File: src/rtl/wpd_pkg.sv
`default_nettype none
// ----------------------------------------------------------------------------
// wpd_pkg
// Shared types, codes and helpers of the waveform point decimator.
// ----------------------------------------------------------------------------
package wpd_pkg;

  localparam int MAX_POINTS = 1024;
  localparam int PT_AW      = 10;     // point store address width
  localparam int PC_W       = 11;     // point count width (holds MAX_POINTS)
  localparam int DVD_W      = 42;     // divider dividend width
  localparam int DVS_W      = 25;     // divider divisor width
  localparam int QUO_W      = 16;     // divider quotient width

  localparam logic [15:0] RESET_CENTRE = 16'd2048;
  localparam logic [21:0] DECAY_RECIP  = 22'd3355444;  // ceil(2^24 / 5)

  localparam logic [2:0] CMD_FRAME_START = 3'd0;
  localparam logic [2:0] CMD_SAMPLE      = 3'd1;
  localparam logic [2:0] CMD_FRAME_END   = 3'd2;
  localparam logic [2:0] CMD_DECAY       = 3'd3;
  localparam logic [2:0] CMD_READ        = 3'd4;

  localparam logic [2:0] CFG_FORMAT   = 3'd0;
  localparam logic [2:0] CFG_CHANNELS = 3'd1;
  localparam logic [2:0] CFG_FRAME    = 3'd2;
  localparam logic [2:0] CFG_POINTS   = 3'd3;
  localparam logic [2:0] CFG_HEIGHT   = 3'd4;

  localparam logic [2:0] FMT_S8    = 3'd0;
  localparam logic [2:0] FMT_U8    = 3'd1;
  localparam logic [2:0] FMT_S16   = 3'd2;
  localparam logic [2:0] FMT_U16   = 3'd3;
  localparam logic [2:0] FMT_S32   = 3'd4;
  localparam logic [2:0] FMT_FLOAT = 3'd5;

  typedef struct packed {
    logic [2:0]  command;
    logic [31:0] left_word;
    logic [31:0] right_word;
    logic [9:0]  point_index;
  } wpd_in_t;

  typedef struct packed {
    logic [15:0] y_value;
    logic        any_moved;
  } wpd_out_t;

  typedef struct packed {
    logic                    use_div;
    logic                    neg;
    logic [DVD_W-1:0]        dividend;
    logic [DVS_W-1:0]        divisor;
    logic signed [15:0]      direct_q;
  } wpd_norm_t;

  // Apply sign to a rounded magnitude and saturate positive full scale.
  function automatic logic signed [15:0] apply_sign(input logic neg, input logic [15:0] mag);
    logic signed [15:0] res;
    if (neg) begin
      res = -$signed(mag);
    end else if (mag > 16'd32767) begin
      res = 16'sd32767;
    end else begin
      res = $signed(mag);
    end
    return res;
  endfunction

endpackage
`default_nettype wire

File: src/rtl/wpd_norm.sv
`default_nettype none
// ----------------------------------------------------------------------------
// wpd_norm
// Sample normalization front end: direct Q1.15 result or a divide request.
// ----------------------------------------------------------------------------
module wpd_norm
  import wpd_pkg::*;
(
  input  wire logic [2:0]  fmt,
  input  wire logic [1:0]  chan,
  input  wire logic [31:0] lw,
  input  wire logic [31:0] rw,
  output wpd_norm_t        norm
);

  // float32 to a signed 2^-24 step, clamped; NaN and subnormals read as 0
  function automatic logic signed [25:0] f24(input logic [31:0] w);
    logic [7:0]  e;
    logic [22:0] m;
    logic [24:0] mag;
    logic [7:0]  sh;
    e   = w[30:23];
    m   = w[22:0];
    sh  = 8'd126 - e;
    if (e == 8'hFF) begin
      mag = (m != 23'd0) ? 25'd0 : 25'h1000000;
    end else if (e == 8'd0) begin
      mag = 25'd0;
    end else if (e >= 8'd127) begin
      mag = 25'h1000000;
    end else if (sh > 8'd24) begin
      mag = 25'd0;
    end else begin
      mag = {1'b0, ({1'b1, m} >> sh[4:0])};
    end
    return w[31] ? -$signed({1'b0, mag}) : $signed({1'b0, mag});
  endfunction

  function automatic logic [31:0] offs(input logic [2:0] f, input logic [31:0] w);
    logic [31:0] u;
    case (f)
      FMT_S8:  u = {24'd0, w[7:0] ^ 8'h80};
      FMT_U8:  u = {24'd0, w[7:0]};
      FMT_S16: u = {16'd0, w[15:0] ^ 16'h8000};
      FMT_U16: u = {16'd0, w[15:0]};
      default: u = w ^ 32'h80000000;
    endcase
    return u;
  endfunction

  logic               two;
  logic signed [26:0] fsum;
  logic [25:0]        fmag;
  logic [26:0]        frnd;
  logic [32:0]        su;
  logic signed [35:0] nf;
  logic signed [35:0] d;
  logic [34:0]        dmag;
  logic [35:0]        irnd;
  logic [15:0]        dir_mag;
  logic               dir_neg;

  always_comb begin
    two  = chan >= 2'd2;
    fsum = 27'(f24(lw)) + (two ? 27'(f24(rw)) : 27'sd0);
    fmag = fsum[26] ? 26'(-fsum) : fsum[25:0];
    frnd = 27'(fmag) + (two ? 27'd512 : 27'd256);

    su = 33'(offs(fmt, lw)) + (two ? 33'(offs(fmt, rw)) : 33'd0);
    if (fmt <= FMT_U8) begin
      nf = two ? 36'sd510 : 36'sd255;
    end else if (fmt <= FMT_U16) begin
      nf = two ? 36'sd131070 : 36'sd65535;
    end else begin
      nf = two ? 36'sh200000000 : 36'sh100000000;
    end
    d    = $signed({2'b00, su, 1'b0}) - nf;
    dmag = d[35] ? 35'(-d) : d[34:0];
    irnd = 36'(dmag) + (two ? 36'h20000 : 36'h10000);

    if (fmt >= FMT_FLOAT) begin
      dir_neg = fsum[26];
      dir_mag = two ? frnd[25:10] : frnd[24:9];
    end else begin
      dir_neg = d[35];
      dir_mag = two ? irnd[33:18] : irnd[32:17];
    end

    norm.use_div  = fmt < FMT_S32;
    norm.neg      = d[35];
    norm.dividend = DVD_W'({dmag[17:0], 15'd0}) + DVD_W'(nf[17:1]);
    norm.divisor  = DVS_W'(nf[16:0]);
    norm.direct_q = apply_sign(dir_neg, dir_mag);
  end

endmodule
`default_nettype wire

File: config.mk
export PLATFORM = sky130hd
export DESIGN_NAME = wpd_norm
export DESIGN_NICKNAME = d
export VERILOG_FILES = /design/src/rtl/wpd_pkg.sv /design/src/rtl/wpd_norm.sv
export SDC_FILE = /design/constraint.sdc
export NUM_CORES = 1
export LEC_CHECK = 0
export ABC_AREA = 1
export BUFFER_PORTS_ARGS = -buffer_cell sky130_fd_sc_hd__buf_2
export CORE_UTILIZATION = 40
export DETAILED_ROUTE_END_ITERATION = 8
export PLACE_DENSITY = 0.65
export SYNTH_ARGS = -nofsm -noshare
export SYNTH_HDL_FRONTEND = slang
export SYNTH_SLANG_ARGS = --single-unit
File: constraint.sdc
create_clock -name vclk -period 17.7
set_input_delay 1.77 -clock vclk [all_inputs]
set_output_delay 1.77 -clock vclk [all_outputs]
set_load 0.05 [all_outputs]
# Word level (Yosys, flattened, before mapping)
# Cells that the tools add are included.
dict set report classes {
  addsub 13
  magnitude_cmp 10
  n_eq_ne 5
  shifts 2
  n_mux 31
  bitwise 6
  reduce_logical 5
}
# cell count
set ops {}
lappend ops {{one-hot mux 32 bit (4 select lines)} 2}
lappend ops {{two-way mux 25 bit} 8}
lappend ops {{two-way mux 34 bit} 4}
lappend ops {{two-way mux 16 bit} 5}
lappend ops {{two-way mux 26 bit} 3}
lappend ops {{negation 25 -> 26 bit} 2}
lappend ops {{two-way mux 24 bit} 2}
lappend ops {{>> shifter 24 x 5 -> 24 bit} 2}
lappend ops {{nonzero test 23 bit} 2}
lappend ops {{subtractor 34 x 34 -> 35 bit} 1}
lappend ops {{adder 33 x 17 -> 34 bit} 1}
lappend ops {{adder 34 x 18 -> 34 bit} 1}
lappend ops {{negation 34 bit} 1}
lappend ops {{adder 32 x 32 -> 33 bit} 1}
lappend ops {{two-way mux 32 bit} 1}
lappend ops {{adder 26 x 27 -> 27 bit} 1}
lappend ops {{two-way mux 27 bit} 1}
lappend ops {{adder 26 x 10 -> 26 bit} 1}
lappend ops {{negation 26 bit} 1}
lappend ops {{two-way mux 18 bit} 1}
lappend ops {{two-way mux 17 bit} 1}
lappend ops {{== test 8 bit, second input constant} 2}
lappend ops {{>= comparator 8 x 7 -> 1 bit, second input constant} 2}
lappend ops {{> comparator 16 x 15 -> 1 bit, second input constant} 1}
lappend ops {{other kinds (16)} 25}
dict set report totals {
  ff_bits 0
}

# Logic depth before layout (Yosys ltp)
# Gate-level depths: netlist of the first run.
dict set report depth {
  word_depth 18
  mapped_depth 65
  depth_no_buf 62
}

# Least setup slack after synthesis of the first run
# Ideal clock, no wire load.
dict set report synth_path {
  kind {input -> output}
  start {input rw[23]}
  end {output norm[12] in the netlist's numbering}
  arrival_ns 9.535
  required_ns 15.930
  slack_ns 6.395
  path_stages 56
  n_path_buf 4
  cell_sequence {buf_2 -> inv_1 -> ha_1 -> buf_2 -> clkinv_1 -> buf_1 -> a21oi_1 -> o21ai_0 -> o21ai_0 -> a21oi_1 -> a211oi_1 -> nor2_1 -> inv_1 -> ha_1 -> inv_1 -> nor3_1 -> inv_1 -> nor2_1 -> [20 not listed] -> inv_1 -> buf_2 -> nand2_1 -> nand2_1 -> nand3_1 -> inv_1 -> fa_1 -> xor2_1 -> a21oi_1 -> nand2_1 -> nand2_1 -> inv_1 -> ha_1 -> nand3_1 -> nor3_2 -> nand3_1 -> nand2_1 -> o21ai_0}
}
# element line
set synth_lines {}
lappend synth_lines {{start: declaration} wpd_norm.sv:12} ;# input wire logic [31:0] rw,
lappend synth_lines {{end: declaration} wpd_norm.sv:13} ;# output wpd_norm_t norm

==> reports/summary.txt, run 1 <==
CORE AREA -> 35600 um2
Pleak -> 8.99 nW
Final ANT Viol Nets -> 0
Max VDD drop -> 0.0000662 V
crit path time final -> 13340 ps
Setup violations, final -> 0
RSZ-0062 raised after global routing -> false
Initial DRT Pass Iterations -> 6
Clock Power Share -> 0%
Post-CTS Resized -> 0
DP Area -> 15300 um2
sw power -> 0.814 mW
crit path max fanout -> 47
final setup TNS -> 0 ps
Hold WC Path Type -> in -> out
critical path class -> in -> out
post-layout util -> 42.9%
Total Nets Final -> 3136
max_slew headroom -> 23.1%
Setup Fix Bufs, Post-CTS -> 0
cells after synthesis -> 2915
Layout Cells excl Fill -> 3430
Fmax -> 0.0749 GHz
Power Dens Cells -> 74.5 nW/um2
post-synthesis sequential area ratio -> 0%
syn_area_per_cell -> 4.97 um2
most frequent cell after synthesis -> nand2_1
Layout area overhead -> 5.41%
synthesized cell area -> 14500 um2
global-route wire length before repair -> 73.8 mm
DRC errors left -> 0
Largest stage delay, worst path -> 710 ps
initial DRC count -> 1294
post-synth top area cell -> nand2_1
combinational fraction of design power -> 100.0%
pin count of the biggest net entering global routing -> 61
FFs & Latches -> 0
max_cap viols -> 0
flip-flop and latch area -> 0 um2
post-synth top area share -> 24.9%
clock buf count -> 0
DIE HEIGHT -> 192 um
vias in the first global route -> 15.3k
ant diodes -> 0
# rows -> 69
total track usage -> 24.1%
die area -> 37000 um2
final wirelength -> 45.1 mm
Critical Path End Type -> primary output
status -> finished, final reports clean
worst hold stages -> 4
Synth cell types -> 58
gr ovfl total -> 0
fin area -> 15300 um2
Startpoint Class -> input pin
initial core utilization -> 40.7%
Least-Margin Pin Slew -> 1120 ps
Tcrit/Tclk final -> 75.4%
post-DR vias/cell -> 5.11
crit-path most repeated cell -> nand2_1
synth cell count leaders -> nand2_1 (959), inv_1 (438), nor2_1 (297)
Crit-path slowest cell -> ha_1
synth warn -> 0
Hold Fails Final Rpt -> 0
WL per Instance -> 13.2 um
Die Wd -> 192 um
switching power share of the total -> 71.6%
detailed placement HPWL -> 38.8 mm
I/O Pins -> 154
Synth area leaders -> nand2_1 (25%), inv_1 (11%), nand3_1 (8.4%), ha_1 (7.9%), nor2_1 (7.7%)
CP arrival -> 11570 ps
Inst Count DP -> 3430
Buffers on Ports -> 137
internal power -> 0.323 mW
worst path required time -> 15930 ps
sequential share of power -> 0%
initial antenna violation count -> 0
CTS Hold Bufs -> 0
layout cells sized above 1 -> 9.63%
Final Max Tran Viols -> 0
Via Count -> 17.5k
Final GP Congestion -> 0.965
-- power groups by stage --
stage | registers [mW] | logic, mW | clock network [mW]
global route | 0 | 1.28 | 0
global placement | 0 | 1.13 | 0
floorplan | 0 | 0.912 | 0
finish | 0 | 1.14 | 0
detailed placement | 0 | 1.13 | 0
CTS | 0 | 1.13 | 0
-- critical path: cells and delay by family --
| kind | cells | cell delay (ps) |
|---|---|---|
| AND/OR/NAND/NOR | 30 | 4060 |
| buffers and inverters | 13 | 2700 |
| AO/OA/AOI/OAI | 10 | 1730 |
| adder cells (fa/ha/maj) | 4 | 1310 |
-- layer usage --
layer  track usage [%]  vias to the layer above  wire length (um)  share of wire, %
met5                 0                        -                 0                 0
met4              6.78                        0              1390               3.1
met3              1.22                       68              2890               6.4
met2              38.8                      508             19100                42
met1              34.5                     7605             21800                48
li1                  -                     9352                 -                 -
-- kinds of logic (layout without fill, tap and decap cells) --
| logic type | after synthesis | in the layout | synth area share [%] |
|---|---|---|---|
| compound gates | 352 | 352 | 13.5 |
| xor+xnor | 106 | 106 | 6.46 |
| fa+ha+maj | 96 | 96 | 8.55 |
| buf+inv | 579 | 618 | 16.4 |
| mux | 27 | 27 | 1.87 |
| other cells | 1 | 16 | 0.0259 |
| simple gates | 1754 | 1754 | 53.2 |
-- cells in the final DEF, fill, tap and decap left out, types with 7 or more instances in the layout --
| master | netlist | layout |
|---|---|---|
| nand2_1 | 959 | 959 |
| ha_1 | 91 | 91 |
| nor2_2 | 15 | 15 |
| o211ai_1 | 12 | 12 |
| o21bai_1 | 8 | 8 |
| nor2_1 | 297 | 297 |
| nand4_1 | 50 | 50 |
| mux2i_1 | 26 | 26 |
| nand3b_1 | 14 | 14 |
| nor3_1 | 61 | 61 |
| buf_4 | 44 | 9 |
| nor2_4 | 8 | 8 |
| inv_2 | 27 | 27 |
| nand2_2 | 35 | 35 |
| conb_1 | 1 | 16 |
| xor2_1 | 77 | 77 |
| a21oi_1 | 122 | 122 |
| a31oi_1 | 7 | 7 |
| nor3_2 | 8 | 8 |
| a211oi_1 | 15 | 15 |
| o21ai_0 | 151 | 150 |
| nand3_1 | 242 | 242 |
| buf_2 | 14 | 137 |
| xnor2_1 | 28 | 28 |
| clkinv_1 | 7 | 7 |
| nand3_2 | 19 | 19 |
| nand2_4 | 9 | 9 |
| inv_1 | 438 | 438 |
| nor4_1 | 17 | 17 |
| o21ai_1 | 14 | 14 |
-- worst paths after layout --
| path | start | end | slack (ps) |
|---|---|---|---|
| worst min-delay path | fmt[1] | norm[32] | 4100 |
| worst max-delay path | rw[23] | norm[9] | 4360 |
-- through the flow --
stage	worst slack, ps	power [mW]	hold WS, ps
global route	3080	1.28	4140
floorplan	6390	0.912	3650
CTS	4450	1.13	4100
finish	4360	1.14	4100
global placement	4560	1.13	4090
detailed placement	4460	1.13	4090
-- cell type report --
cell class | count | area [um2]
tap | 461 | 577
timing repair buffer | 146 | 753
fill | 4220 | 20300
inverter | 472 | 1770
multi-input combinational | 2351 | 12200
No activity file was read; power rests on OpenSTA's default activity.
==> run 2, diff against run 1 <==
--- a/config.mk
+++ b/config.mk
@@ -9,7 +9,7 @@
 export BUFFER_PORTS_ARGS = -buffer_cell sky130_fd_sc_hd__buf_2
 export CORE_UTILIZATION = 40
 export DETAILED_ROUTE_END_ITERATION = 8
-export PLACE_DENSITY = 0.65
+export PLACE_DENSITY = 0.67
 export SYNTH_ARGS = -nofsm -noshare
 export SYNTH_HDL_FRONTEND = slang
 export SYNTH_SLANG_ARGS = --single-unit
==> constraint.sdc (replaced) <==
create_clock -name vclk -period 10.9
set_input_delay 1.09 -clock vclk [all_inputs]
set_output_delay 1.09 -clock vclk [all_outputs]
set_load 0.05 [all_outputs]
==> reports/summary.txt, run 2 (synthesized netlist as in run 1, its figures left out) <==
Layout area overhead -> 7.49% (was 5.41%)
hold path startpoint -> fmt[1] (unchanged)
Die Wd -> 192 um (unchanged)
Crit-path slowest cell -> ha_1 (unchanged)
total power -> 1.88 mW (was 1.14 mW)
initial antenna violation count -> 1 (was 0)
pre-CTS setup slack -> 501 ps (was 4460 ps)
detailed placement HPWL -> 39.7 mm (was 38.8 mm)
DIE HEIGHT -> 192 um (unchanged)
most common cell after layout, fill and taps aside -> nand2_1 (unchanged)
Max VDD drop -> 0.000100 V (was 0.0000662 V)
crit path time final -> 9900 ps
CP top delay family -> simple AND/OR/NAND/NOR gates (unchanged)
Initial DRT Pass Iterations -> 6 (unchanged)
critical path class -> in -> out (unchanged)
Final GP Congestion -> 0.983 (was 0.965)
FFs & Latches -> 0 (unchanged)
crit-path most repeated cell -> nand2_1 (unchanged)
Final ANT Viol Nets -> 0 (unchanged)
ant diodes -> 0 (unchanged)
CP Buf/Inv Count -> 17 (was 13)
Largest stage delay, worst path -> 390 ps (was 710 ps)
global-route wire length before repair -> 74.6 mm (was 73.8 mm)
layout cells sized above 1 -> 10.9% (was 9.63%)
total track usage -> 24.4% (was 24.1%)
# rows -> 69 (unchanged)
Pleak -> 9.12 nW (was 8.99 nW)
worst path required time -> 9810 ps (was 15930 ps)
clock buf count -> 0 (unchanged)
worst hold stages -> 4 (unchanged)
vias in the first global route -> 15.5k (was 15.3k)
post-DR vias/cell -> 5.10 (was 5.11)
status -> finished, final reports clean (unchanged)
Fmax -> 0.101 GHz
Least-Margin Pin Slew -> 1060 ps (was 1120 ps)
Critical Path End Type -> primary output (unchanged)
fin worst setup slack -> 1000 ps (was 4360 ps)
CP arrival -> 8810 ps (was 11570 ps)
Hold WS -> 2780 ps (was 4100 ps)
Startpoint Class -> input pin (unchanged)
pin count of the biggest net entering global routing -> 55 (was 61)
initial DRC count -> 1127 (was 1294)
Total Nets Final -> 3161 (was 3136)
flip-flop and latch area -> 0 um2 (unchanged)
Hold WC Path Type -> in -> out (unchanged)
WHS Endpoint -> norm[32] (unchanged)
Final Max Tran Viols -> 0 (unchanged)
WL per Instance -> 13.3 um (was 13.2 um)
CP Launch Point -> rw[23] (unchanged)
initial core utilization -> 40.7% (unchanged)
I/O Pins -> 154 (unchanged)
max_slew headroom -> 29.2% (was 23.1%)
max_cap viols -> 0 (unchanged)
Buffers on Ports -> 137 (unchanged)
DRC errors left -> 0 (unchanged)
Hold Fails Final Rpt -> 0 (unchanged)
final wirelength -> 45.8 mm (was 45.1 mm)
Setup violations, final -> 0 (unchanged)
gr ovfl total -> 0 (unchanged)
crit path max fanout -> 46 (was 47)
Tcrit/Tclk final -> 90.8%
die area -> 37000 um2 (unchanged)
CORE AREA -> 35600 um2 (unchanged)
commonest cells after routing, fill and taps aside -> nand2_1 (957), inv_1 (437), nor2_1 (294) (was nand2_1 (959), inv_1 (438), nor2_1 (297))
Power Dens Cells -> 121 nW/um2 (was 74.5 nW/um2)
Via Count -> 17.6k (was 17.5k)
## run 2: report_power, final
part	internal [mW]	switching [mW]	leakage [nW]
combinational	0.542	1.34	9.12
clock	0	0	0
sequential	0	0	0
total	0.542	1.34	9.12
## run 2: worst max-delay path by stage
stage          endpoint  slack (ps)  cells past startpoint
6_report       norm[12]        1000                     62
5_1_grt        norm[14]         -40                     66
4_1_cts         norm[9]         480                     58
3_5_place_dp    norm[9]         500                     58
3_3_place_gp    norm[9]         580                     58
2_1_floorplan  norm[12]         950                     56
## run 2: area by class of cell
type	count	area (um2)
fill	4106	20000
inverter	472	1780
multi-input combinational	2351	12300
tap	461	577
timing repair buffer	170	957
timing repair inverter	1	5.00
## run 2: metrics by stage
stage / std cells / area (um2) / TNS, ps / utilization (%)
floorplan: 2930 / 14500 / 0 / -
global placement: 3449 / 15400 / 0 / 43.3
detailed placement: 3449 / 15400 / 0 / 43.3
CTS: 3449 / 15400 / 0 / 43.3
global route: 3455 / 15600 / -158 / 43.8
finish: 3455 / 15600 / 0 / 43.8
## run 2: what timing repair did
| item | in CTS | in global routing |
|---|---|---|
| gates resized for setup | 0 | 28 |
| buffers inserted | 0 | 5 |
| endpoints found under the setup margin | 0 | 16 |
| hold buffers | 0 | 0 |
## run 2: layer usage
layer / global-route usage, % / routed length [um]
met1: 33.8 / 21700
met3: 1.38 / 3000
met2: 40.0 / 19600
met5: 0 / 0
met4: 7.96 / 1600
## run 2: tightest hold or removal path, delay by kind of cell
family | cells | cell delay [ps]
simple gates | 1 | 120
buf+inv | 3 | 470
