<file path="src/rtl/wpd_pkg.sv">
`default_nettype none
// ----------------------------------------------------------------------------
// wpd_pkg
// Shared types, codes and helpers of the waveform point decimator.
// ----------------------------------------------------------------------------
package wpd_pkg;

  localparam int MAX_POINTS = 1024;
  localparam int PT_AW      = 10;     // point store address width
  localparam int PC_W       = 11;     // point count width (holds MAX_POINTS)
  localparam int DVD_W      = 42;     // divider dividend width
  localparam int DVS_W      = 25;     // divider divisor width
  localparam int QUO_W      = 16;     // divider quotient width

  localparam logic [15:0] RESET_CENTRE = 16'd2048;
  localparam logic [21:0] DECAY_RECIP  = 22'd3355444;  // ceil(2^24 / 5)

  localparam logic [2:0] CMD_FRAME_START = 3'd0;
  localparam logic [2:0] CMD_SAMPLE      = 3'd1;
  localparam logic [2:0] CMD_FRAME_END   = 3'd2;
  localparam logic [2:0] CMD_DECAY       = 3'd3;
  localparam logic [2:0] CMD_READ        = 3'd4;

  localparam logic [2:0] CFG_FORMAT   = 3'd0;
  localparam logic [2:0] CFG_CHANNELS = 3'd1;
  localparam logic [2:0] CFG_FRAME    = 3'd2;
  localparam logic [2:0] CFG_POINTS   = 3'd3;
  localparam logic [2:0] CFG_HEIGHT   = 3'd4;

  localparam logic [2:0] FMT_S8    = 3'd0;
  localparam logic [2:0] FMT_U8    = 3'd1;
  localparam logic [2:0] FMT_S16   = 3'd2;
  localparam logic [2:0] FMT_U16   = 3'd3;
  localparam logic [2:0] FMT_S32   = 3'd4;
  localparam logic [2:0] FMT_FLOAT = 3'd5;

  typedef struct packed {
    logic [2:0]  command;
    logic [31:0] left_word;
    logic [31:0] right_word;
    logic [9:0]  point_index;
  } wpd_in_t;

  typedef struct packed {
    logic [15:0] y_value;
    logic        any_moved;
  } wpd_out_t;

  typedef struct packed {
    logic                    use_div;
    logic                    neg;
    logic [DVD_W-1:0]        dividend;
    logic [DVS_W-1:0]        divisor;
    logic signed [15:0]      direct_q;
  } wpd_norm_t;

  // Apply sign to a rounded magnitude and saturate positive full scale.
  function automatic logic signed [15:0] apply_sign(input logic neg, input logic [15:0] mag);
    logic signed [15:0] res;
    if (neg) begin
      res = -$signed(mag);
    end else if (mag > 16'd32767) begin
      res = 16'sd32767;
    end else begin
      res = $signed(mag);
    end
    return res;
  endfunction

endpackage
`default_nettype wire

</file>
<file path="src/rtl/wpd_divider.sv">
`default_nettype none
// ----------------------------------------------------------------------------
// wpd_divider
// Serial restoring divider, one quotient bit per cycle.
// ----------------------------------------------------------------------------
module wpd_divider
  import wpd_pkg::*;
(
  input  wire logic             clk,
  input  wire logic             rst_n,
  input  wire logic             start,
  input  wire logic [DVD_W-1:0] dividend,
  input  wire logic [DVS_W-1:0] divisor,
  output logic                  busy,
  output logic                  done,
  output logic      [QUO_W-1:0] quotient
);

  localparam int SH_W  = DVS_W + QUO_W - 1;
  localparam int CNT_W = $clog2(QUO_W);

  logic [DVD_W-1:0] rem_r;
  logic [SH_W-1:0]  dsh_r;
  logic [QUO_W-1:0] quo_r;
  logic [CNT_W-1:0] cnt_r;
  logic             busy_r;
  logic             done_r;
  logic             fits;

  assign fits = rem_r >= DVD_W'(dsh_r);

  always_ff @(posedge clk) begin
    if (!rst_n) begin
      busy_r <= 1'b0;
      done_r <= 1'b0;
      cnt_r  <= '0;
    end else begin
      done_r <= 1'b0;
      if (start) begin
        rem_r  <= dividend;
        dsh_r  <= {divisor, {(QUO_W-1){1'b0}}};
        quo_r  <= '0;
        cnt_r  <= '0;
        busy_r <= 1'b1;
      end else if (busy_r) begin
        // subtract the shifted divisor where it fits
        if (fits) begin
          rem_r <= rem_r - DVD_W'(dsh_r);
        end
        quo_r <= {quo_r[QUO_W-2:0], fits};
        dsh_r <= dsh_r >> 1;
        cnt_r <= cnt_r + 1'b1;
        if (cnt_r == CNT_W'(QUO_W-1)) begin
          busy_r <= 1'b0;
          done_r <= 1'b1;
        end
      end
    end
  end

  assign busy     = busy_r;
  assign done     = done_r;
  assign quotient = quo_r;

endmodule
`default_nettype wire

</file>
<file path="config.mk">
export PLATFORM = sky130hd
export DESIGN_NAME = wpd_divider
export DESIGN_NICKNAME = d
export VERILOG_FILES = /design/src/rtl/wpd_pkg.sv /design/src/rtl/wpd_divider.sv
export SDC_FILE = /design/constraint.sdc
export NUM_CORES = 1
export LEC_CHECK = 0
export BUFFER_PORTS_ARGS = -buffer_cell sky130_fd_sc_hd__buf_2
export CORE_AREA = 3 3 110 112
export DETAILED_ROUTE_END_ITERATION = 8
export DIE_AREA = 0 0 113 115
export GPL_TIMING_DRIVEN = 0
export PLACE_DENSITY_LB_ADDON = 0.15
export SETUP_SLACK_MARGIN = 0.15
export SLEW_MARGIN = 20
export SYNTH_ARGS = -nofsm -noshare
export SYNTH_HDL_FRONTEND = slang
export SYNTH_SLANG_ARGS = --single-unit
</file>
<file path="constraint.sdc">
create_clock -name clk -period 11.3 [get_ports clk]
set_input_delay 1.695 -clock clk [delete_from_list [all_inputs] [get_ports clk]]
set_output_delay 1.695 -clock clk [all_outputs]
set_load 0.1 [all_outputs]
</file>
-- Word level (Yosys, flattened, before mapping)
Cells that the tools add are included.
- flip-flop bits (word level): 104
- logic and storage cells: 29
- bits of input ports: 70
- order comparisons: 1
- reduce and logical (&&, ||, !) cells: 6
- add/sub/neg operators: 2
- bitwise gates (word level): 2
- equal/unequal tests: 1
- mux-type cells: 10
- operators with widths (operator ; count):
    42-bit two-way mux ; 3
    40-bit two-way mux ; 2
    42-bit by 40-bit greater-or-equal comparator with 1-bit output ; 1
    42-bit by 40-bit subtractor with 42-bit output ; 1
    16-bit two-way mux ; 1
    4-bit by 1-bit adder with 4-bit output (second input constant) ; 1
    4-bit == test (second input constant) ; 1
    1-bit two-way mux ; 4
    2-bit nonzero test ; 2
    3-bit AND reduction ; 1
    3-bit OR reduction ; 1
    1-bit inverter ; 2
    2-bit AND reduction ; 1
    2-bit OR reduction ; 1

-- Logic depth before layout (Yosys ltp)
Gate-level depths: netlist of run 1.
- depth after elaboration: 4
- depth in mapped cells: 11
- mapped depth without buffers: 11

-- Worst setup path before layout of run 1
OpenSTA, ideal clock, no wires.
- kind: input port to flip-flop
- from: input start
- to: register rem_r[0], enable pin
- cell stages on the path: 4
- setup time: 467 ps
- path buffers: 2
- required time: 10833 ps
- arrival: 4580 ps
- path slack: 6253 ps
- cells stage by stage: clkbuf_1 > clkbuf_1 > o21ai_0 > a31oi_1
- cells in the longest elaborated chain, start to end: 2
- RTL lines (what ; line ; RTL):
    start: declaration ; wpd_divider.sv:11 ; input wire logic start,
    2-bit nonzero test (no line) ; - ;
    3-bit AND reduction (no line) * ; - ;
    end signal: assignment ; wpd_divider.sv:40 ; rem_r <= dividend;
    end signal: assignment ; wpd_divider.sv:48 ; rem_r <= rem_r - DVD_W'(dsh_r);
    end: declaration ; wpd_divider.sv:22 ; logic [DVD_W-1:0] rem_r;
Every way passes the cells marked *; elsewhere a longest branch is shown, timed or not.
A chain may end at the register's enable or synchronous reset.

-- Worst setup path after layout of run 1
- from: input start
- to: register rem_r[18], enable pin
The elaborated chain is that of the path after synthesis.

==> flow_metrics.py, run 1 <==
metrics = {
    "worst_setup_path": {
        "critPathArrivalTime_ns": 3.74,
        "r2r-end": "rem_r[18]",
        "r2r_cells": 11,
        "r2r-start": "dsh_r[0]",
        "required_ns": 11.37,
        "setup.worst_path.end_class": "flip-flop",
        "crit_type": "input port to flip-flop",
        "start_kind": "input port",
        "worstPathMaxFanout": 20,
        "rrSetupSlack_ns": 7.72,
    },
    "cts": {
        "clockBufferDepth": 2,
        "clock_sinks": 104,
        "cts_resized": 0,
        "cts_setup_buffers": 0,
        "clk_latency_ns": 0.37,
        "clk_pin_slew_ns": 0.08,
        "cts-root-buf": "clkbuf_16",
        "ctsHoldBuffers": 0,
        "tritoncts": "done",
        "h-tree-depth": 3,
        "numCtsBuffers": 9,
    },
    "die": {
        "coreArea_um2": 11300,
        "die_area_um2": 13000,
        "num_rows": 39,
        "die_w_um": 113,
        "io_pins": 88,
        "die_h_um": 115,
        "start_util_pct": 59.5,
    },
    "timing": {
        "rsz0062_at_grt": "no",
        "fin_crit_ns": 3.67,
        "finalSetupViolations": 0,
        "slew_headroom_pct": 50.2,
        "fmax_ghz": 0.272,
        "skew_ns": 0.00986,
        "tns_ns": 0,
        "maxSlewViolCount": 0,
        "finalCritPeriodShare_pct": 32.5,
        "tightest_slew_ns": 0.739,
        "hold_viol_final": 0,
    },
    "finish": {
        "layout_commonest_cell": "nand2_1",
        "fin_cells": 974,
        "final_cell_mix": "nand2_1, edfxtp_1, buf_2",
        "final_layout_size_suffix_gt1_share_pct": 15.9,
        "syn_to_final_growth_pct": 14.8,
        "antenna_cells": 0,
        "final_core_util_pct": 68.2,
        "postLayoutCellArea_um2": 7720,
        "nNetsFinal": 938,
    },
    "placed_design": {
        "portBuffers": 86,
        "placed_cells": 958,
        "dp_hpwl_um": 12400,
        "gp_congestion": 0.924,
        "placement.cell_area_um2": 7410,
    },
    "yosys": {
        "synth_edf_count": 98,
        "yosysSeqAreaShare_pct": 45.5,
        "synth_area_um2": 6730,
        "synth_nets": 839,
        "async_flop_share_pct": 0,
        "netlist_instances": 727,
        "postSynthAreaPerCell_um2": 9.26,
        "synth_top_area_share_pct": 43.7,
        "synth_area_leader_cell": "edfxtp_1",
        "synth_warnings": 0,
        "ys.flop_type": "edfxtp_1",
        "synth_cell_type_count": 64,
        "synth_area_leaders": "edfxtp_1, ha_1, nand2_1, o21ai_0, nor2_1",
        "ys_seq_elements": 104,
    },
    "grt": {
        "grt_start_max_net_pins": 57,
        "track_usage_pct": 26.4,
        "gr-total-overflow": 0,
        "grt_pass1_vias": 5666,
        "grt_pass1_wl_um": 27500,
        "antenna_found_initial": 0,
    },
    "drt": {
        "drt_iter0_drc": 527,
        "vias": 5758,
        "routed_wl_um": 16500,
        "dr.pass1.iters": 5,
        "avgRoutedWirePerCell_um": 17.0,
        "vias_per_cell": 5.91,
        "ant_nets": 0,
        "drcViolationCount": 0,
    },
    "run": {
        "maxCapViolations": 0,
    },
    "pwr": {
        "p_per_area_nw_per_um2": 148,
        "power.leakage_uw": 0.00325,
        "vdd_drop_max_mv": 0.115,
    },
    "worst_hold_path": {
        "holdPathEnd": "done",
        "holdPathStages": 2,
        "min_path_type": "flip-flop to flip-flop",
        "hp-start": "cnt_r[2]",
    },
    "status": {
        "status": "finished clean",
    },
}
## synthesized netlist by cell type, types with 4 or more instances
| library cell | n |
|---|---|
| nand2b_1 | 5 |
| inv_1 | 57 |
| xnor2_1 | 16 |
| dfxtp_1 | 6 |
| xor2_1 | 18 |
| and2_1 | 6 |
| o21bai_1 | 10 |
| buf_2 | 5 |
| nor3_1 | 7 |
| nand2_1 | 103 |
| o31ai_1 | 4 |
| o21ai_0 | 76 |
| nor2_1 | 58 |
| a21oi_1 | 43 |
| a21oi_2 | 5 |
| edfxtp_1 | 98 |
| nor2b_1 | 19 |
| a21o_1 | 18 |
| nand3_1 | 14 |
| a31oi_1 | 5 |
| nand4_1 | 14 |
| o21ai_1 | 10 |
| ha_1 | 41 |
| clkbuf_1 | 24 |
## per-stage QoR
step                      total power [uW]  worst slack, ns  hold slack [ns]
after detailed placement               823             7.28            0.478
after global routing                  1200             7.47            0.535
after global placement                 811             4.63            0.469
after CTS                             1150             7.66            0.496
after floorplan                        737             6.25            0.453
final                                 1150             7.63            0.502
## layout make-up
cell class / count / area, um2
buffer: 33 / 145
multi-input combinational: 533 / 3320
clock inverter: 7 / 86.3
sequential: 104 / 3060
fill: 918 / 3600
inverter: 57 / 216
tap: 143 / 179
clock buffer: 9 / 225
timing repair buffer: 88 / 485
## critical path: stages
cell and delay [ns]:
clkbuf_1 0.34, clkbuf_1 0.52, o21ai_0 0.39, a31oi_4 0.55, buf_16 0.23
## worst max-delay path by stage
stage          cells after the start   endpoint  start  slack (ns)
6_report                           5  rem_r[18]  start        7.63
5_1_grt                            5  rem_r[19]  start        7.47
4_1_cts                            5  rem_r[18]  start        7.66
3_5_place_dp                       5  rem_r[30]  start        7.28
3_3_place_gp                       4  rem_r[16]  start        4.63
2_1_floorplan                      4   rem_r[0]  start        6.25
## state kept, by name (all words and copies together) (netlist names)
name / cells
rem_r: 42
dsh_r: 40
quotient: 16
cnt_r: 4
busy: 1
done: 1
## routing by layer
layer  vias up  track usage [%]  routed length [um]
met1      2677             36.2                7400
met5         -                0                   0
met2       232             41.0                7470
met3        44             6.79                1210
met4         0             9.46                 464
li1       2805                -                   -
## power breakdown
group | switching (uW) | total (uW) | leakage [uW] | internal (uW)
Clock | 166 | 325 | 0.000151 | 160
Combinational | 222 | 348 | 0.00211 | 126
Sequential | 10.6 | 473 | 0.000995 | 463
## logic make-up after synthesis
logic type / after synthesis / share of synthesized area, %
mux: 2 / 0.297
flops: 104 / 45.5
buf+inv: 90 / 5.33
xor+xnor: 34 / 4.42
simple gates: 245 / 16.8
compound gates: 210 / 19.7
fa+ha+maj: 42 / 7.92
Power figures use the tool's default switching activity.
==> run 2: changes to the inputs <==
--- a/config.mk
+++ b/config.mk
@@ -5,10 +5,11 @@
 export SDC_FILE = /design/constraint.sdc
 export NUM_CORES = 1
 export LEC_CHECK = 0
+export ABC_AREA = 1
 export BUFFER_PORTS_ARGS = -buffer_cell sky130_fd_sc_hd__buf_2
-export CORE_AREA = 3 3 110 112
+export CORE_AREA = 3 3 117 119
 export DETAILED_ROUTE_END_ITERATION = 8
-export DIE_AREA = 0 0 113 115
+export DIE_AREA = 0 0 120 122
 export GPL_TIMING_DRIVEN = 0
 export PLACE_DENSITY_LB_ADDON = 0.15
 export SETUP_SLACK_MARGIN = 0.15
==> constraint.sdc (replaced) <==
create_clock -name clk -period 3.5 [get_ports clk]
set_input_delay 0.525 -clock clk [delete_from_list [all_inputs] [get_ports clk]]
set_output_delay 0.525 -clock clk [all_outputs]
set_load 0.1 [all_outputs]
==> run 2 against run 1 <==
  * Cell area is 11% higher
  * Sequential share of layout area is 4.1 points lower
  * Clock-buffer cell count stayed put
  * Synthesized cell count is 48% higher
  * Non-clock buffer count is 16 lower
  * Hold slack worse by 0.076 ns
  * Via count is 19% higher
  * Sequential power grew to 3.2 times the previous value
  * Total power grew to 3.2 times the previous value
  * Die area is 13% higher
  * Largest cell class unchanged
  * Largest power group unchanged
  * Highest routed layer unchanged
==> flow_metrics.py, run 2 <==
metrics = {
    "worst_setup_path": {
        "crit_slowest_cell": "clkinvlp_4",
        "required_ns": 3.43,
        "cp.depth": 11,
        "crit_top_cell": "nand2_1",
        "start_kind": "flip-flop",
        "path_buf_inv": 3,
        "worstPathMaxFanout": 21,
        "path_cells": "ha_1 -> nand2_1 -> inv_1 -> a21oi_1 -> nand2_1 -> inv_1 -> nand3_1 -> nand2_1 -> nand3_1 -> nand2_1 -> clkinvlp_4",
        "crit_type": "flip-flop to flip-flop",
        "critical_path.top_delay_family": "simple AND/OR/NAND/NOR gates",
        "critPathLaunch": "rem_r[25]",
        "cp-endpoint": "rem_r[0]",
        "cpPeakStageDelay_ns": 0.56,
        "r2r-start": "rem_r[25]",
        "critPathArrivalTime_ns": 2.89,
        "setup.worst_path.end_class": "flip-flop",
        "r2r-end": "rem_r[0]",
        "r2r_cells": 11,
        "rrSetupSlack_ns": 0.54,
    },
    "finish": {
        "syn_to_final_growth_pct": 12.7,
        "largest_register": "rem_r",
        "layout_commonest_cell": "nand2_1",
        "postLayoutCellArea_um2": 8610,
        "final_cell_mix": "nand2_1, inv_1, edfxtp_1",
        "nNetsFinal": 1289,
        "antenna_cells": 0,
        "final_core_util_pct": 68.0,
        "final_layout_size_suffix_gt1_share_pct": 14.6,
        "fin_cells": 1354,
        "largest_reg_flops": 42,
        "fillers": 1158,
    },
    "status": {
        "status": "finished clean",
    },
    "cts": {
        "cts_setup_buffers": 0,
        "cts-root-buf": "clkbuf_16",
        "clock_sinks": 104,
        "numCtsBuffers": 9,
        "clockBufferDepth": 2,
        "clk_pin_slew_ns": 0.08,
        "tritoncts": "done",
        "clk_latency_ns": 0.36,
        "h-tree-depth": 3,
    },
    "yosys": {
        "ys.flop_type": "edfxtp_1",
        "synth_area_leaders": "edfxtp_1, nand2_1, inv_1, ha_1, nor2_1",
        "synth_area_um2": 7640,
        "synth_nets": 1190,
        "synth_cell_type_count": 38,
        "synth_compound_area_share_pct": 6.19,
        "postSynthAreaPerCell_um2": 7.09,
        "async_flop_share_pct": 0,
        "synthMuxAreaShare_pct": 0,
        "yosys.area_share.simple_pct": 34.0,
        "netlist_instances": 1078,
        "synth_common_cells": "nand2_1, inv_1, edfxtp_1",
        "synth_area_leader_cell": "edfxtp_1",
        "synth_edf_count": 98,
        "synth_xor_area_share_pct": 1.38,
        "ys_seq_elements": 104,
        "synth_top_area_share_pct": 38.5,
        "synth_top_family_by_area": "simple AND/OR/NAND/NOR gates",
        "synthAdderAreaFrac_pct": 6.98,
        "yosysMostFrequentCell": "nand2_1",
        "synth_warnings": 0,
        "yosysSeqAreaShare_pct": 40.1,
    },
    "drt": {
        "drcViolationCount": 0,
        "ant_nets": 0,
        "vias": 6828,
        "routed_wl_um": 19600,
        "avgRoutedWirePerCell_um": 14.5,
        "vias_per_cell": 5.04,
        "dr.pass1.iters": 5,
        "drt_iter0_drc": 539,
    },
    "pwr": {
        "vdd_drop_max_mv": 0.342,
        "seq_power_share_pct": 41.0,
        "power.leakage_uw": 0.00445,
        "p_per_area_nw_per_um2": 429,
        "intPower_uw": 2360,
        "swShare_pct": 36.3,
        "power_frac_clock_pct": 27.1,
        "comb_power_share_pct": 31.9,
        "p_switching_uw": 1340,
    },
    "die": {
        "num_rows": 41,
        "die_h_um": 122,
        "die_area_um2": 14600,
        "io_pins": 88,
        "die_w_um": 120,
        "start_util_pct": 60.3,
        "coreArea_um2": 12700,
    },
    "grt": {
        "gr-total-overflow": 0,
        "antenna_found_initial": 0,
        "grt_pass1_wl_um": 31900,
        "grt_pass1_vias": 6597,
        "grt_start_max_net_pins": 31,
        "track_usage_pct": 27.9,
    },
    "worst_hold_path": {
        "min_path_type": "input port to flip-flop",
        "hp-start": "divisor[24]",
    },
    "timing": {
        "maxSlewViolCount": 0,
        "slew_headroom_pct": 49.9,
        "finalSetupViolations": 0,
        "rsz0062_at_grt": "no",
        "hold_viol_final": 0,
        "fin_crit_ns": 2.96,
        "skew_ns": 0.0131,
        "fmax_ghz": 0.338,
        "tightest_slew_ns": 0.751,
        "tns_ns": 0,
        "finalCritPeriodShare_pct": 84.6,
    },
    "placed_design": {
        "gp_congestion": 0.936,
        "placed_cells": 1337,
        "placement.cell_area_um2": 8310,
        "dp_hpwl_um": 15600,
        "portBuffers": 86,
    },
    "run": {
        "maxCapViolations": 0,
    },
}
-- run 2: how the worst min path moves through the flow --
stage	end	slack (ns)	cells past startpoint
after floorplan	cnt_r[1]	0.46	2
after global placement	cnt_r[1]	0.48	2
after detailed placement	cnt_r[1]	0.49	2
after CTS	rem_r[6]	0.43	3
after global routing	dsh_r[39]	0.44	3
final	dsh_r[39]	0.43	3
-- run 2: through the flow --
| stage | hold slack [ns] | total power [uW] | setup WS [ns] |
|---|---|---|---|
| floorplan | 0.459 | 2410 | 0.270 |
| global placement | 0.480 | 2690 | -0.649 |
| detailed placement | 0.486 | 2710 | -0.217 |
| CTS | 0.426 | 3690 | 0.491 |
| global route | 0.439 | 3900 | 0.311 |
| finish | 0.425 | 3700 | 0.539 |
-- run 2: area by class of cell --
type	instances	area, um2	area share (%)
buffer	18	75.1	0.872
clock buffer	9	225	2.62
clock inverter	7	65.1	0.755
inverter	212	803	9.33
multi-input combinational	744	3710	43.0
sequential	104	3060	35.6
tap	172	215	2.50
timing repair buffer	87	450	5.23
timing repair inverter	1	7.51	0.0872
-- run 2: tightest hold or removal path, cell delays in order --
cell     delay [ns]
buf_2          0.07
nand2_1        0.04
inv_1          0.04
-- run 2: what timing repair did --
item | CTS | global route
gates resized for setup | 1 | 0
hold buffers | 0 | 0
endpoints found under the setup margin | 24 | 0
-- run 2: routing by layer --
| metal | GRT usage (%) | vias to the layer above | routed length [um] |
|---|---|---|---|
| met4 | 8.45 | 0 | 424 |
| li1 | - | 3556 | - |
| met3 | 3.95 | 25 | 1090 |
| met5 | 0 | - | 0 |
| met1 | 37.6 | 3066 | 8960 |
| met2 | 47.0 | 181 | 9170 |
-- run 2: cell families (layout without fill, tap and decap cells) --
| group | count (synthesis) | count (layout) |
|---|---|---|
| flip-flops | 104 | 104 |
| AO/OA/AOI/OAI | 90 | 90 |
| buffers and inverters | 230 | 334 |
| XOR/XNOR | 12 | 12 |
| adder cells (fa/ha/maj) | 42 | 42 |
| AND/OR/NAND/NOR | 600 | 600 |
-- run 2: power by group through the flow --
| stage | combinational (uW) | clock, uW | sequential [uW] |
|---|---|---|---|
| CTS | 1170 | 1000 | 1520 |
| global placement | 1140 | 0 | 1540 |
| detailed placement | 1170 | 0 | 1540 |
| finish | 1180 | 1000 | 1520 |
| global route | 1320 | 1050 | 1520 |
| floorplan | 788 | 0 | 1620 |
==> run 3: changes to the inputs <==
--- a/config.mk
+++ b/config.mk
@@ -5,11 +5,11 @@
 export SDC_FILE = /design/constraint.sdc
 export NUM_CORES = 1
 export LEC_CHECK = 0
-export ABC_AREA = 1
+export ABC_AREA = 0
 export BUFFER_PORTS_ARGS = -buffer_cell sky130_fd_sc_hd__buf_2
-export CORE_AREA = 3 3 117 119
+export CORE_AREA = 3 3 111 113
 export DETAILED_ROUTE_END_ITERATION = 8
-export DIE_AREA = 0 0 120 122
+export DIE_AREA = 0 0 114 116
 export GPL_TIMING_DRIVEN = 0
 export PLACE_DENSITY_LB_ADDON = 0.15
 export SETUP_SLACK_MARGIN = 0.15
==> constraint.sdc (replaced) <==
create_clock -name clk -period 2.8 [get_ports clk]
set_input_delay 0.42 -clock clk [delete_from_list [all_inputs] [get_ports clk]]
set_output_delay 0.42 -clock clk [all_outputs]
set_load 0.1 [all_outputs]
==> run 3 against run 2 <==
  * Setup slack got worse by 0.59 ns
  * Clock skew is essentially flat
  * Critical endpoint is now rem_r[16]
  * Critical path type unchanged
  * Register-to-register slack worse by 0.59 ns
  * The flow now finishes with violations (negative setup slack)
  * Wire length is 6.9% lower
  * Cell area down 2.7%
  * Sequential power increased by 26%
  * Flip-flop and latch count is the same
  * Cell count down 25%
  * Hold slack got worse by 0.092 ns
==> flow_metrics.py, run 3 (synthesized netlist as in run 1, its figures left out) <==
metrics = {
    "pwr": {
        "vdd_drop_max_mv": 0.448,
        "p_total_uw": 4960,
        "power.leakage_uw": 0.00348,
        "p_per_area_nw_per_um2": 592,
    },
    "finish": {
        "syn_to_final_growth_pct": 24.5,
        "multi_input_area_um2": 3600,
        "final_layout_size_suffix_gt1_share_pct": 25.6,
        "largest_register": "rem_r",
        "postLayoutCellArea_um2": 8380,
        "largest_reg_flops": 42,
        "seq_area_um2": 3060,
        "final_cell_mix": "nand2_1, edfxtp_1, buf_2",
        "nNetsFinal": 973,
        "layout_commonest_cell": "nand2_1",
        "antenna_cells": 0,
        "fillers": 826,
        "final_core_util_pct": 73.4,
    },
    "cts": {
        "clockBufferDepth": 2,
        "ctsHoldBuffers": 0,
        "clk_latency_ns": 0.36,
        "cts-root-buf": "clkbuf_16",
        "h-tree-depth": 3,
        "tritoncts": "done",
        "clock_sinks": 104,
        "clk_pin_slew_ns": 0.08,
        "numCtsBuffers": 9,
    },
    "timing": {
        "finalCritPeriodShare_pct": 102,
        "whs_ns": 0.334,
        "rsz0062_at_grt": "yes",
        "fin_crit_ns": 2.85,
        "timing.final.ws_setup_ns": -0.0509,
        "finalSetupViolations": 43,
        "tightest_slew_ns": 0.665,
        "skew_ns": 0.0131,
        "slew_headroom_pct": 55.7,
        "fmax_ghz": 0.351,
        "hold_viol_final": 0,
        "maxSlewViolCount": 0,
    },
    "worst_setup_path": {
        "crit_type": "flip-flop to flip-flop",
        "required_ns": 2.92,
        "critPathLaunch": "dsh_r[10]",
        "path_cells": "inv_2 -> ha_1 -> clkbuf_4 -> nand4_2 -> nor2_1 -> a211o_1 -> a211o_1 -> a21o_4 -> a41o_1 -> nand2_2 -> a31oi_4 -> buf_6 -> buf_16",
        "worstPathMaxFanout": 10,
        "cpPeakStageDelay_ns": 0.40,
        "r2r-start": "dsh_r[10]",
        "critPathArrivalTime_ns": 2.97,
        "crit_slowest_cell": "edfxtp_1",
        "start_kind": "flip-flop",
        "rrSetupSlack_ns": -0.05,
        "critical_path.top_delay_family": "compound AO/OA/AOI/OAI gates",
        "path_buf_inv": 4,
        "crit_top_cell": "a211o_1",
        "setup.worst_path.end_class": "flip-flop",
    },
    "drt": {
        "avgRoutedWirePerCell_um": 18.1,
        "vias": 6013,
        "dr.pass1.iters": 5,
        "drt_iter0_drc": 697,
        "drcViolationCount": 0,
        "routed_wl_um": 18300,
        "ant_nets": 0,
        "vias_per_cell": 5.96,
    },
    "placed_design": {
        "dp_hpwl_um": 12800,
        "place_ws_ns": -0.672,
        "gp_congestion": 0.936,
        "placement.cell_area_um2": 7430,
        "portBuffers": 86,
    },
    "grt": {
        "gr-total-overflow": 0,
        "track_usage_pct": 27.4,
        "grt_start_max_net_pins": 30,
        "grt_pass1_vias": 5762,
        "grt_pass1_wl_um": 28700,
        "antenna_found_initial": 0,
    },
    "die": {
        "die_area_um2": 13200,
        "coreArea_um2": 11400,
        "die_w_um": 114,
        "start_util_pct": 59.0,
        "io_pins": 88,
        "num_rows": 39,
        "die_h_um": 116,
    },
    "worst_hold_path": {
        "hp-start": "divisor[17]",
        "min_path_type": "input port to flip-flop",
    },
    "status": {
        "status": "complete, but fails checks",
        "violations": "negative setup slack",
    },
    "run": {
        "maxCapViolations": 0,
    },
}
-- run 3: layout make-up --
class | count | share of cell area (%)
multi-input combinational | 533 | 43.0
sequential | 104 | 36.6
timing repair buffer | 122 | 9.84
clock buffer | 12 | 3.45
inverter | 57 | 2.60
tap | 143 | 2.14
buffer | 33 | 1.93
clock inverter | 4 | 0.418
timing repair inverter | 1 | 0.0597
-- run 3: final timing paths --
path | endpoint | cells after the start
min | dsh_r[32] | 3
max reg2reg | rem_r[16] | 13
max | rem_r[16] | 13
min reg2reg | done | 2
-- run 3: per-layer routing --
layer | global-route usage (%) | vias up | part of all wire [%]
met5 | 0 | - | 0
met4 | 9.58 | 0 | 2.1
met3 | 3.24 | 35 | 7.5
met2 | 44.1 | 273 | 46
met1 | 38.6 | 2835 | 44
li1 | - | 2870 | -
-- run 3: power breakdown --
group,internal (uW),switching (uW),total (uW),leakage [uW]
clock network,751,625,1380,0.000161
registers,1870,49.2,1920,0.000995
logic,669,996,1670,0.00233
total,3290,1670,4960,0.00348
-- run 3: timing repair --
item / CTS / global route
buffers inserted: 15 / 16
endpoints found under the setup margin: 54 / 93
cloned: 2 / 1
pin swaps: 14 / 22
resized for setup: 36 / 45
-- run 3: through the flow --
stage               std cells  setup TNS, ns
global route             1009          -4.93
detailed placement        959         -29.62
finish                   1009          -1.45
CTS                       992              0
floorplan                 727         -15.01
global placement          956         -75.15
-- run 3: worst register-to-register path: cells and delay by family (launching register included) --
| kind | cells | cell delay (ns) |
|---|---|---|
| buffers and inverters | 4 | 0.59 |
| AND/OR/NAND/NOR | 3 | 0.28 |
| flip-flops | 1 | 0.40 |
| AO/OA/AOI/OAI | 5 | 1.14 |
| adder cells (fa/ha/maj) | 1 | 0.21 |
